[src/text_console_writer_defines.svh]
// assertion macros for the text console writer
`ifndef TEXT_CONSOLE_WRITER_DEFINES_SVH
`define TEXT_CONSOLE_WRITER_DEFINES_SVH
`ifndef ASSERT_OFF
`define TCW_ASSERT_IMP(lbl, clk, rst, ante, cons) \
   lbl: assert property (@(posedge clk) disable iff (rst) (ante) |-> (cons)) \
      else $error("text console writer check failed");
`define TCW_ASSERT_NXT(lbl, clk, rst, ante, cons) \
   lbl: assert property (@(posedge clk) disable iff (rst) (ante) |=> (cons)) \
      else $error("text console writer check failed");
`else
`define TCW_ASSERT_IMP(lbl, clk, rst, ante, cons)
`define TCW_ASSERT_NXT(lbl, clk, rst, ante, cons)
`endif
`endif

[src/tcw_pkg.sv]
// shared constants and control types of the text console writer
`timescale 1ns / 1ps

package tcw_pkg;

   localparam int DEF_SCREEN_COLUMNS = 80;
   localparam int DEF_SCREEN_ROWS    = 25;

   localparam int OPCODE_W     = 2;
   localparam int CHAR_W       = 8;
   localparam int ATTR_W       = 8;
   localparam int CELL_W       = CHAR_W + ATTR_W;
   localparam int CELL_INDEX_W = 11;
   localparam int CURSOR_POS_W = 11;
   localparam int TAB_STEP     = 3;

   localparam logic [ATTR_W-1:0] RESET_ATTR = 8'h07;

   localparam logic [OPCODE_W-1:0] OP_PUT   = 2'd0;
   localparam logic [OPCODE_W-1:0] OP_READ  = 2'd1;
   localparam logic [OPCODE_W-1:0] OP_CLEAR = 2'd2;

   localparam logic [CHAR_W-1:0] CH_TAB = 8'h09;
   localparam logic [CHAR_W-1:0] CH_LF  = 8'h0A;
   localparam logic [CHAR_W-1:0] CH_CR  = 8'h0D;

   // commands from the controller to the datapath
   typedef struct packed {
      logic req_load;
      logic exec;
      logic scroll_step;
      logic blank_step;
      logic cnt_clr;
      logic cnt_inc;
      logic rsp_load;
   } tcw_cmd_type;

   // status from the datapath to the controller
   typedef struct packed {
      logic need_scroll;
      logic op_clear;
      logic copy_end;
      logic cnt_last;
   } tcw_sts_type;

endpackage

[src/tcw_ctrl.sv]
// controller state machine of the text console writer
`timescale 1ns / 1ps

module tcw_ctrl (
   input  logic                clock,
   input  logic                reset,
   input  logic                start,
   output logic                busy,
   output logic                rsp_valid,
   output tcw_pkg::tcw_cmd_type cmd,
   input  tcw_pkg::tcw_sts_type sts
);

   import tcw_pkg::*;

   typedef enum logic [2:0] {
      S_IDLE,
      S_EXEC,
      S_SCROLL,
      S_BLANK,
      S_RESP
   } state_type;

   state_type state_ff, state_in;
   logic      owed_ff, owed_in;
   logic      rsp_valid_ff, rsp_valid_in;

   always_comb begin
      state_in     = state_ff;
      owed_in      = owed_ff;
      rsp_valid_in = 1'b0;
      cmd          = '0;
      case (state_ff)
         S_IDLE: begin
            if (start) begin
               cmd.req_load = 1'b1;
               state_in     = S_EXEC;
            end
         end
         S_EXEC: begin
            cmd.exec = 1'b1;
            if (sts.need_scroll) begin
               cmd.cnt_clr = 1'b1;
               owed_in     = 1'b1;
               state_in    = S_SCROLL;
            end else if (sts.op_clear) begin
               cmd.cnt_clr = 1'b1;
               owed_in     = 1'b1;
               state_in    = S_BLANK;
            end else begin
               cmd.rsp_load = 1'b1;
               rsp_valid_in = 1'b1;
               state_in     = S_IDLE;
            end
         end
         S_SCROLL: begin
            cmd.scroll_step = 1'b1;
            // the counter stays put so the blank pass starts on the bottom row
            if (sts.copy_end) begin
               state_in = S_BLANK;
            end else begin
               cmd.cnt_inc = 1'b1;
            end
         end
         S_BLANK: begin
            cmd.blank_step = 1'b1;
            if (sts.cnt_last) begin
               state_in = owed_ff ? S_RESP : S_IDLE;
            end else begin
               cmd.cnt_inc = 1'b1;
            end
         end
         S_RESP: begin
            cmd.rsp_load = 1'b1;
            rsp_valid_in = 1'b1;
            owed_in      = 1'b0;
            state_in     = S_IDLE;
         end
         default: begin
            state_in = S_IDLE;
         end
      endcase
   end

   // reset starts with a blanking pass over the whole store
   always_ff @(posedge clock) begin
      if (reset) begin
         state_ff     <= S_BLANK;
         owed_ff      <= 1'b0;
         rsp_valid_ff <= 1'b0;
      end else begin
         state_ff     <= state_in;
         owed_ff      <= owed_in;
         rsp_valid_ff <= rsp_valid_in;
      end
   end

   assign busy      = (state_ff != S_IDLE);
   assign rsp_valid = rsp_valid_ff;

endmodule

[config.mk]
export PLATFORM = sky130hd
export DESIGN_NAME = tcw_ctrl
export DESIGN_NICKNAME = d
export VERILOG_FILES = /design/src/text_console_writer_defines.svh /design/src/tcw_pkg.sv /design/src/tcw_ctrl.sv
export SDC_FILE = /design/constraint.sdc
export NUM_CORES = 1
export LEC_CHECK = 0
export BUFFER_PORTS_ARGS = -buffer_cell sky130_fd_sc_hd__buf_2
export CORE_AREA = 5 5 42 44
export CTS_BUF_LIST = sky130_fd_sc_hd__clkbuf_16
export CTS_CLUSTER_SIZE = 8
export DETAILED_ROUTE_END_ITERATION = 7
export DIE_AREA = 0 0 47 49
export GPL_TIMING_DRIVEN = 0
export HOLD_SLACK_MARGIN = 0.15
export SLEW_MARGIN = 10
export SYNTH_ARGS = -nofsm -noshare
export SYNTH_HDL_FRONTEND = slang
export SYNTH_SLANG_ARGS = --single-unit
[constraint.sdc]
create_clock -name clock -period 2.15 [get_ports clock]
set_input_delay 0.43 -clock clock [delete_from_list [all_inputs] [get_ports clock]]
set_output_delay 0.43 -clock clock [all_outputs]
set_load 0.02 [all_outputs]
==> key figures, run 1 <==
Outcome
  • Outcome: completed

Setup path
  • Setup crit end kind: output port
  • Crit start category: flop
  • Top cell family by delay on the critical path: simple AND/OR/NAND/NOR gates
  • Crit path from: state_ff[2]$_SDFFE_PP0P_
  • Slowest stage delay, CP: 0.37 ns
  • CP Cell Sequence: nor4b_1 -> a21oi_1 -> nor2_1 -> buf_4 -> buf_2
  • Crit Reg-Reg Startpoint: state_ff[1]$_SDFFE_PP1P_
  • Register-to-Register Path Depth: 4
  • Slowest cell on the critical path: sky130_fd_sc_hd__dfxtp_1
  • Worst Path Class, Setup: reg2out
  • CP bufs+invs: 2
  • End of the worst register-to-register path: state_ff[0]$_SDFFE_PP1P_
  • Data required time of the worst path: 1.72 ns
  • CP arrival: 1.34 ns
  • Flop-to-flop setup slack: 0.93 ns
  • Largest fanout on the critical path: 6

Yosys
  • Cell Area, Synth: 310 sq um
  • Top-area cell type share of the netlist area: 0.323
  • Proportion of synthesized flip-flops having asynchronous set or reset: 0
  • Avg Inst Size Synth: 8.87 sq um
  • Cells after Synth: 35
  • Synthesized Nets: 42
  • Most instantiated flip-flop cell in the synthesis netlist: sky130_fd_sc_hd__dfxtp_1
  • Register area share after synthesis: 0.323
  • Ranking of synthesized cells by area: sky130_fd_sc_hd__dfxtp_1 32%, sky130_fd_sc_hd__buf_6 7.3%, sky130_fd_sc_hd__nor3b_4 6.0%
  • Warnings, synthesis: 0
  • Number of library cell types mapped by synthesis: 23
  • Yosys reg bits: 5
  • Count of flip-flops with a built-in enable after synthesis: 0
  • Cell with the most instances after synthesis: sky130_fd_sc_hd__dfxtp_1
  • Top cells by instance count after synthesis: 5 x sky130_fd_sc_hd__dfxtp_1, 4 x sky130_fd_sc_hd__nor2_1, 3 x sky130_fd_sc_hd__inv_1
  • Largest area contributor in the netlist: sky130_fd_sc_hd__dfxtp_1

Power
  • Internal power consumption: 388 uW
  • Switching Fraction: 0.240
  • Switching Power: 123 uW
  • Share of total power in the clock network: 0.579
  • Part of the power in registers: 0.205
  • Power density of the placed cells: 1050 mW/mm^2
  • Worst-case vdd ir drop: 0.268 mV
  • Static Leak: 0.000236 uW
  • Total Power Consumption: 510 uW
  • Combinational group share of total power: 0.216

Place
  • IO Port Bufs: 15
  • Half-perimeter wire length after placement: 598 microns
  • Post-placement setup slack: 0.465 ns
  • Routability Congestion: 0.685

CTS
  • Maximum level of the CTS H-tree: 1
  • Hold_buf cts: 0
  • CTS tree: done
  • Clock root cell: sky130_fd_sc_hd__clkbuf_16
  • Buffer levels on the longest clock path: 2
  • Number of clock sinks: 5
  • Post-CTS setup buffer count: 0
  • Clock-pin slew on the worst setup and hold paths: 0.03 ns
  • Count of instances resized after the clock tree is built: 0
  • TritonCTS buffer count: 3
  • Clk Latency, worst-skew pair: 0.22 ns

GRT
  • Vias in the first global route: 318
  • Wire length of the first global-routing pass: 1260 microns
  • Pin count of the biggest net entering global routing: 10
  • Aggregate global-route resource usage: 0.0775
  • Remaining global-route overflow: 0
  • Initial antenna violation count: 0

Finish
  • Utilization after layout: 0.346
  • Number of inserted diodes: 0
  • Filler cells: 160
  • Synthesis-to-layout area growth: 56.0%
  • Register cell area after layout: 100 sq um
  • Area of the multi-input gates: 165 sq um
  • # nets final: 62
  • Share of cells above drive strength 1: 0.481

Floorplan
  • Die height: 49 microns
  • Starting density of the core: 0.221
  • Floorplan die area: 0.00230 sq mm
  • Number of placement rows: 14
  • Top Ports: 16
  • Width of the die: 47 microns
  • Core area: 0.00140 sq mm

Min path
  • Worst Hold Path EP: owed_ff$_SDFFE_PP0P_
  • Worst Hold Launch: reset
  • Type of the most critical hold path: in2reg
  • Worst hold stages: 2

Timing
  • Clock period minus final worst setup slack: 1.77 ns
  • Part of the cycle the worst path needs: 0.824
  • Final-layout setup total negative slack: 0 ns
  • Fmax: 564 MHz
  • Setup Skew: 0.000218 ns
  • Final-report setup violation count: 0
  • Slew margin rel.: 0.836
  • Number of hold-slack violations in the final timing report: 0
  • Unrepaired setup endpoints after global routing: no
  • Setup WS post-layout: 0.378 ns
  • Transition time of the tightest slew-check pin: 0.242 ns
  • Hold slack: 0.435 ns
  • Max-slew violation count: 0

Detailed routing
  • Post-detailed-routing wire length: 770 microns
  • Routed len/inst: 11.0 microns
  • 1st-pass router iterations: 2
  • Detailed-route DRC error count: 0
  • Via-to-Cell Ratio: 4.36
  • Overall via count from detail_route: 305
  • Iteration-0 DRC Markers: 1
  • Number of nets still failing antenna checks after routing: 0

Flow run
  • Maximum Capacitance Violations: 0
[cell type report]
| class | instances | area share |
|---|---|---|
| Timing Repair Buffer | 15 | 0.155 |
| Clock inverter | 1 | 0.00775 |
| Sequential cell | 5 | 0.207 |
| Multi-Input combinational cell | 23 | 0.341 |
| Clock buffer | 3 | 0.155 |
| Inverter | 4 | 0.0310 |
| Tap cell | 16 | 0.0413 |
| Buffer | 3 | 0.0620 |
[placed cells by master (no fill, tap or decap)]
master and instances:
sky130_fd_sc_hd__a21boi_0 1, sky130_fd_sc_hd__a21oi_1 2, sky130_fd_sc_hd__a21oi_2 1, sky130_fd_sc_hd__a221o_1 1, sky130_fd_sc_hd__buf_2 15, sky130_fd_sc_hd__buf_4 1
sky130_fd_sc_hd__buf_6 2, sky130_fd_sc_hd__clkbuf_16 3, sky130_fd_sc_hd__dfxtp_1 5, sky130_fd_sc_hd__inv_1 4, sky130_fd_sc_hd__inv_2 1, sky130_fd_sc_hd__mux2i_1 1
sky130_fd_sc_hd__nand2_1 1, sky130_fd_sc_hd__nand2b_4 1, sky130_fd_sc_hd__nand3b_1 1, sky130_fd_sc_hd__nor2_1 4, sky130_fd_sc_hd__nor2b_1 1, sky130_fd_sc_hd__nor3_1 1
sky130_fd_sc_hd__nor3b_4 1, sky130_fd_sc_hd__nor4_1 1, sky130_fd_sc_hd__nor4b_1 1, sky130_fd_sc_hd__o21ai_1 1, sky130_fd_sc_hd__o21ai_2 1, sky130_fd_sc_hd__o31ai_1 1
sky130_fd_sc_hd__or3_1 2
[cells by family (layout without fill, tap and decap cells)]
logic type / after synthesis / in the layout / share of synthesized area
simple gates: 14 / 14 / 0.315
compound gates: 8 / 8 / 0.185
buf+inv: 7 / 26 / 0.145
flops: 5 / 5 / 0.323
mux: 1 / 1 / 0.0323
[worst max-delay path by stage]
stage | endpoint | slack [ns] | cells past startpoint
after floorplan | cmd[6] | 0.50 | 3
after global placement | cmd[0] | 0.45 | 6
after detailed placement | cmd[0] | 0.46 | 6
after CTS | cmd[0] | 0.36 | 5
after global routing | cmd[0] | 0.22 | 6
final | cmd[0] | 0.38 | 5
[stage by stage]
step	area (sq um)	cells
after floorplan	310	35
after global placement	405	66
after detailed placement	405	66
after CTS	484	70
after global routing	484	70
final	484	70
[per-layer routing]
metal | vias up | track usage | routed length (microns)
li1 | 156 | - | -
met1 | 142 | 0.0879 | 345
met2 | 7 | 0.118 | 394
met3 | 0 | 0.0111 | 31
met4 | 0 | 0.0691 | 0
met5 | - | 0 | 0
[worst register-to-register path, stage by stage (launching register included)]
cell,delay (ns)
sky130_fd_sc_hd__dfxtp_1,0.31
sky130_fd_sc_hd__buf_6,0.14
sky130_fd_sc_hd__mux2i_1,0.22
sky130_fd_sc_hd__o21ai_1,0.09
sky130_fd_sc_hd__a221o_1,0.34
[state kept, by name (all words and copies together), names as in the netlist]
register   count
owed_ff        1
state_ff       3
rsp_valid      1
[power by group through the flow]
stage | combinational (uW) | sequential, uW | clock (uW)
finish | 110 | 104 | 296
floorplan | 78.2 | 105 | 0
detailed placement | 112 | 106 | 0
CTS | 112 | 104 | 300
global placement | 111 | 105 | 0
global route | 120 | 105 | 311
(Power assumes the default switching activity.)
==> inputs of run 2 (changes only) <==
==> constraint.sdc (replaced) <==
create_clock -name clock -period 1.5 [get_ports clock]
set_input_delay 0.3 -clock clock [delete_from_list [all_inputs] [get_ports clock]]
set_output_delay 0.3 -clock clock [all_outputs]
set_load 0.02 [all_outputs]
==> key figures, run 2 (synthesis gave the netlist of run 1 again) <==
CTS
  • Clk Latency, worst-skew pair: 0.23 ns
  • Clock-pin slew on the worst setup and hold paths: 0.03 ns
  • Number of clock sinks: 5
  • TritonCTS buffer count: 3
  • Hold_buf cts: 0
  • Clock root cell: sky130_fd_sc_hd__clkbuf_16
  • Buffer levels on the longest clock path: 2
  • Maximum level of the CTS H-tree: 1
  • CTS tree: done

Setup path
  • Flop-to-flop setup slack: 0.24 ns
  • Top cell family by delay on the critical path: simple AND/OR/NAND/NOR gates
  • Worst Path Class, Setup: reg2out
  • Slowest stage delay, CP: 0.41 ns
  • CP bufs+invs: 1
  • CP arrival: 1.23 ns
  • CP Cell Sequence: or3_4 -> nor2_4 -> buf_6
  • Data required time of the worst path: 1.20 ns
  • Setup crit end kind: output port
  • End of the worst register-to-register path: state_ff[0]$_SDFFE_PP1P_
  • Register-to-Register Path Depth: 4
  • Crit start category: flop
  • Slowest cell on the critical path: sky130_fd_sc_hd__or3_4
  • Largest fanout on the critical path: 6
  • Crit Reg-Reg Startpoint: state_ff[1]$_SDFFE_PP1P_

Power
  • Worst-case vdd ir drop: 0.644 mV
  • Static Leak: 0.000268 uW
  • Power density of the placed cells: 1340 mW/mm^2

Detailed routing
  • Detailed-route DRC error count: 0
  • Via-to-Cell Ratio: 4.50
  • Overall via count from detail_route: 333
  • Post-detailed-routing wire length: 838 microns
  • Iteration-0 DRC Markers: 0
  • 1st-pass router iterations: 1
  • Routed len/inst: 11.3 microns
  • Number of nets still failing antenna checks after routing: 0

Floorplan
  • Starting density of the core: 0.221
  • Top Ports: 16
  • Core area: 0.00140 sq mm
  • Width of the die: 47 microns
  • Die height: 49 microns
  • Floorplan die area: 0.00230 sq mm
  • Number of placement rows: 14

Timing
  • Setup Skew: 0.00217 ns
  • Clock period minus final worst setup slack: 1.53 ns
  • Final-report setup violation count: 1
  • Fmax: 655 MHz
  • Slew margin rel.: 0.863
  • Transition time of the tightest slew-check pin: 0.205 ns
  • Number of hold-slack violations in the final timing report: 0
  • Max-slew violation count: 0
  • Setup WS post-layout: -0.0269 ns
  • Hold slack: 0.297 ns
  • Unrepaired setup endpoints after global routing: yes
  • Part of the cycle the worst path needs: 1.02

Finish
  • Most frequent cells in the layout: 11 x sky130_fd_sc_hd__buf_2, 7 x sky130_fd_sc_hd__buf_4, 4 x sky130_fd_sc_hd__inv_1, 4 x sky130_fd_sc_hd__buf_6
  • Synthesis-to-layout area growth: 86.3%
  • Layout Cells excl Fill: 74
  • Number of inserted diodes: 0
  • Top reg by flops: state_ff
  • # nets final: 66
  • Number of flip-flops under the largest register name: 3
  • Filler cells: 152
  • Share of cells above drive strength 1: 0.655
  • Most common cell after layout, fill and taps aside: sky130_fd_sc_hd__buf_2
  • Final instance area: 578 sq um

GRT
  • Global-route track usage on met3: 0.0332
  • Wire length of the first global-routing pass: 1300 microns
  • Remaining global-route overflow: 0
  • Most used routing layer: met2
  • Vias in the first global route: 331
  • Met1 global-route usage: 0.0813
  • Pin count of the biggest net entering global routing: 10
  • Aggregate global-route resource usage: 0.0796
  • Initial antenna violation count: 0
  • GR met2 Demand/Resource: 0.124

Outcome
  • Failing checks: setup timing
  • Outcome: complete, but fails checks

Place
  • Placed inst area: 408 sq um
  • Routability Congestion: 0.708
  • IO Port Bufs: 15
  • Post-placement setup slack: 0.0629 ns
  • Half-perimeter wire length after placement: 578 microns
  • Dpl cells: 66

Min path
  • Worst hold stages: 2
  • Worst Hold Launch: reset
  • Type of the most critical hold path: in2reg
  • Worst Hold Path EP: state_ff[2]$_SDFFE_PP0P_

Flow run
  • Maximum Capacitance Violations: 0
==> run 2: cell types whose count changed in the layout (fill, tap and decap cells not counted), moves of 2 or more <==
cell | previous run | this run
sky130_fd_sc_hd__dfxtp_4 | 0 | 3
sky130_fd_sc_hd__dfxtp_1 | 5 | 2
sky130_fd_sc_hd__buf_4 | 1 | 7
sky130_fd_sc_hd__buf_6 | 2 | 4
sky130_fd_sc_hd__buf_2 | 15 | 11
==> run 2: timing repair <==
action | in CTS | in global routing
setup endpoints to repair | 5 | 5
buffers inserted | 3 | 4
resized for setup | 13 | 8
pin swaps | 3 | 4
endpoints found under the hold margin | 0 | 0
==> run 2: layer usage <==
metal | share of wire | vias to the layer above
met5 | 0 | -
met4 | 0.0084 | 0
met3 | 0.062 | 2
met2 | 0.53 | 9
met1 | 0.40 | 150
li1 | - | 172
==> run 2: how the worst max path moves through the flow <==
stage | start | to | slack (ns) | depth (start not counted)
floorplan | state_ff[0]$_SDFFE_PP1P_ | cmd[6] | 0.06 | 3
global placement | sts[3] | cmd[0] | 0.06 | 6
detailed placement | sts[3] | cmd[0] | 0.06 | 6
CTS | state_ff[1]$_SDFFE_PP1P_ | cmd[6] | -0.04 | 4
global route | state_ff[1]$_SDFFE_PP1P_ | cmd[6] | -0.06 | 3
finish | state_ff[1]$_SDFFE_PP1P_ | cmd[6] | -0.03 | 3
==> run 2: area by class of cell <==
type                    instances  area [sq um]  area share
repair buffers                 22           153       0.264
clock inverters                 1          3.75     0.00649
flip-flops and latches          5           111       0.193
inverters                       4          15.0      0.0260
well taps                      16          20.0      0.0346
multi-input cells              23           200       0.346
clock buffers                   3          75.1       0.130
==> run 2: report_power, final <==
| group | total, uW | switching (uW) | leakage [uW] | internal [uW] |
|---|---|---|---|---|
| combinational | 184 | 88.9 | 0.000183 | 95.1 |
| sequential | 163 | 18.5 | 0.0000421 | 145 |
| clock | 427 | 82.4 | 0.0000423 | 345 |
| total | 774 | 190 | 0.000268 | 584 |
==> run 2: per-stage QoR <==
| stage | power, uW | TNS (ns) | util |
|---|---|---|---|
| 2_1_floorplan | 264 | 0 | - |
| 3_3_place_gp | 310 | 0 | 0.291 |
| 3_5_place_dp | 311 | 0 | 0.291 |
| 4_1_cts | 765 | -0.0977 | 0.388 |
| 5_1_grt | 811 | -0.118 | 0.413 |
| 6_report | 774 | -0.0269 | 0.413 |
==> inputs of run 3 (changes only) <==
--- a/config.mk
+++ b/config.mk
@@ -6,13 +6,16 @@
 export NUM_CORES = 1
 export LEC_CHECK = 0
 export BUFFER_PORTS_ARGS = -buffer_cell sky130_fd_sc_hd__buf_2
+export CELL_PAD_IN_SITES_DETAIL_PLACEMENT = 0
+export CELL_PAD_IN_SITES_GLOBAL_PLACEMENT = 1
 export CORE_AREA = 5 5 42 44
-export CTS_BUF_LIST = sky130_fd_sc_hd__clkbuf_16
+export CTS_BUF_LIST = sky130_fd_sc_hd__clkbuf_4 sky130_fd_sc_hd__clkbuf_8
 export CTS_CLUSTER_SIZE = 8
 export DETAILED_ROUTE_END_ITERATION = 7
 export DIE_AREA = 0 0 47 49
 export GPL_TIMING_DRIVEN = 0
 export HOLD_SLACK_MARGIN = 0.15
+export PLACE_DENSITY_LB_ADDON = 0.1
 export SLEW_MARGIN = 10
 export SYNTH_ARGS = -nofsm -noshare
 export SYNTH_HDL_FRONTEND = slang
==> key figures, run 3 (synthesis gave the netlist of run 1 again) <==
Floorplan
  • Starting density of the core: 0.221
  • Top Ports: 16
  • Number of placement rows: 14
  • Floorplan die area: 0.00230 sq mm
  • Width of the die: 47 microns
  • Core area: 0.00140 sq mm
  • Die height: 49 microns

Finish
  • Share of cells above drive strength 1: 0.661
  • Most common cell after layout, fill and taps aside: sky130_fd_sc_hd__buf_2
  • Filler cells: 160
  • Number of flip-flops under the largest register name: 3
  • Synthesis-to-layout area growth: 73.8%
  • Most frequent cells in the layout: 10 x sky130_fd_sc_hd__buf_2, 8 x sky130_fd_sc_hd__buf_4, 5 x sky130_fd_sc_hd__buf_6
  • # nets final: 67
  • Top reg by flops: state_ff
  • Number of inserted diodes: 0
  • Layout Cells excl Fill: 75

Power
  • Combinational group share of total power: 0.382
  • Worst-case vdd ir drop: 0.629 mV
  • Static Leak: 0.000252 uW
  • Internal power consumption: 367 uW
  • Power density of the placed cells: 987 mW/mm^2
  • Share of total power in the clock network: 0.329
  • Switching Power: 165 uW
  • Part of the power in registers: 0.289
  • Switching Fraction: 0.311

CTS
  • Buffer levels on the longest clock path: 2
  • Clk Latency, worst-skew pair: 0.24 ns
  • Number of clock sinks: 5
  • Clock root cell: sky130_fd_sc_hd__clkbuf_4
  • CTS tree: done
  • Maximum level of the CTS H-tree: 1
  • Clock-pin slew on the worst setup and hold paths: 0.04 ns
  • TritonCTS buffer count: 3

Place
  • Half-perimeter wire length after placement: 630 microns
  • Dpl cells: 66
  • Routability Congestion: 0.749
  • IO Port Bufs: 15

GRT
  • Vias in the first global route: 344
  • Aggregate global-route resource usage: 0.0866
  • Remaining global-route overflow: 0
  • Wire length of the first global-routing pass: 1390 microns
  • Pin count of the biggest net entering global routing: 8
  • Initial antenna violation count: 0

Detailed routing
  • Routed len/inst: 11.4 microns
  • Number of nets still failing antenna checks after routing: 0
  • Via-to-Cell Ratio: 4.28
  • Post-detailed-routing wire length: 857 microns
  • 1st-pass router iterations: 2
  • Iteration-0 DRC Markers: 7
  • Detailed-route DRC error count: 0
  • Overall via count from detail_route: 321

Setup path
  • CP arrival: 1.26 ns
  • Crit start category: flop
  • Largest fanout on the critical path: 5
  • Worst Path Class, Setup: reg2out
  • Slowest stage delay, CP: 0.38 ns
  • CP Cell Sequence: buf_6 -> or3_4 -> nor2_4 -> buf_6
  • Data required time of the worst path: 1.20 ns
  • CP bufs+invs: 2
  • Top cell family by delay on the critical path: simple AND/OR/NAND/NOR gates
  • Slowest cell on the critical path: sky130_fd_sc_hd__or3_4
  • Setup crit end kind: output port
  • CP most frequent cell: sky130_fd_sc_hd__buf_6

Timing
  • Slew margin rel.: 0.846
  • Clock period minus final worst setup slack: 1.56 ns
  • Final-report setup violation count: 4
  • Final-layout setup total negative slack: -0.0951 ns
  • Setup WS post-layout: -0.0618 ns
  • Transition time of the tightest slew-check pin: 0.229 ns
  • Setup Skew: 0.00270 ns
  • Fmax: 640 MHz
  • Number of hold-slack violations in the final timing report: 0
  • Unrepaired setup endpoints after global routing: yes
  • Part of the cycle the worst path needs: 1.04
  • Max-slew violation count: 0

Flow run
  • Maximum Capacitance Violations: 0

Outcome
  • Failing checks: setup timing
  • Outcome: complete, but fails checks

Min path
  • Type of the most critical hold path: in2reg
## run 3: changes by cell type in the layout (fill, tap and decap cells not counted)
| cell | change |
|---|---|
| sky130_fd_sc_hd__dfxtp_4 | -1 |
| sky130_fd_sc_hd__buf_2 | -1 |
| sky130_fd_sc_hd__inv_1 | -1 |
| sky130_fd_sc_hd__clkbuf_16 | -3 |
| sky130_fd_sc_hd__clkbuf_4 | +4 |
| sky130_fd_sc_hd__buf_6 | +1 |
| sky130_fd_sc_hd__dfxtp_1 | +1 |
| sky130_fd_sc_hd__buf_4 | +1 |
## run 3: power by group through the flow
stage | clock (uW) | combinational (uW) | sequential, uW
after CTS | 181 | 182 | 154
after global placement | 0 | 161 | 151
final | 175 | 203 | 154
after floorplan | 0 | 113 | 151
after detailed placement | 0 | 161 | 151
after global routing | 198 | 219 | 156
## run 3: final timing paths
check / startpoint / end / slack [ns] / cells past startpoint
setup / recovery: state_ff[1]$_SDFFE_PP1P_ / cmd[6] / -0.06 / 4
hold / removal: reset / owed_ff$_SDFFE_PP0P_ / 0.29 / 2
setup reg to reg: state_ff[1]$_SDFFE_PP1P_ / state_ff[0]$_SDFFE_PP1P_ / 0.12 / 6
hold reg to reg: owed_ff$_SDFFE_PP0P_ / state_ff[2]$_SDFFE_PP0P_ / 0.44 / 2
## run 3: worst register-to-register path, cell delays in order, from the launching register on
cell	delay [ns]
sky130_fd_sc_hd__dfxtp_1	0.31
sky130_fd_sc_hd__buf_6	0.13
sky130_fd_sc_hd__buf_4	0.11
sky130_fd_sc_hd__buf_4	0.09
sky130_fd_sc_hd__mux2i_1	0.19
sky130_fd_sc_hd__o21ai_1	0.08
sky130_fd_sc_hd__a221o_1	0.35
## run 3: what timing repair did
item,CTS,global route
endpoints found under the setup margin,5,5
hold buffers,0,0
buffers inserted,3,3
pin swaps,3,2
resized for setup,17,3
## run 3: layout make-up
class	instances	area, sq um	share of cell area
multi-input cells	23	200	0.371
repair buffers	21	148	0.274
flip-flops and latches	5	108	0.200
clock buffers	4	30.0	0.0557
well taps	16	20.0	0.0371
plain buffers	2	18.8	0.0348
inverters	4	15.0	0.0278
## run 3: layer usage
layer | global-route usage | part of all wire | vias to the layer above
met5 | 0 | 0 | -
met4 | 0.0276 | 0 | 0
met3 | 0.0701 | 0.077 | 0
met2 | 0.127 | 0.53 | 9
met1 | 0.0921 | 0.39 | 144
li1 | - | - | 168
## run 3: stage by stage
step / cell area, sq um / worst slack (ns) / total power, uW / hold WS (ns) / utilization
floorplan: 313 / 0.0591 / 264 / 0.369 / -
global placement: 408 / 0.0371 / 312 / 0.435 / 0.291
detailed placement: 408 / 0.0474 / 313 / 0.432 / 0.291
CTS: 500 / -0.0727 / 517 / 0.277 / 0.357
global route: 539 / -0.120 / 573 / 0.279 / 0.385
finish: 539 / -0.0618 / 532 / 0.286 / 0.385
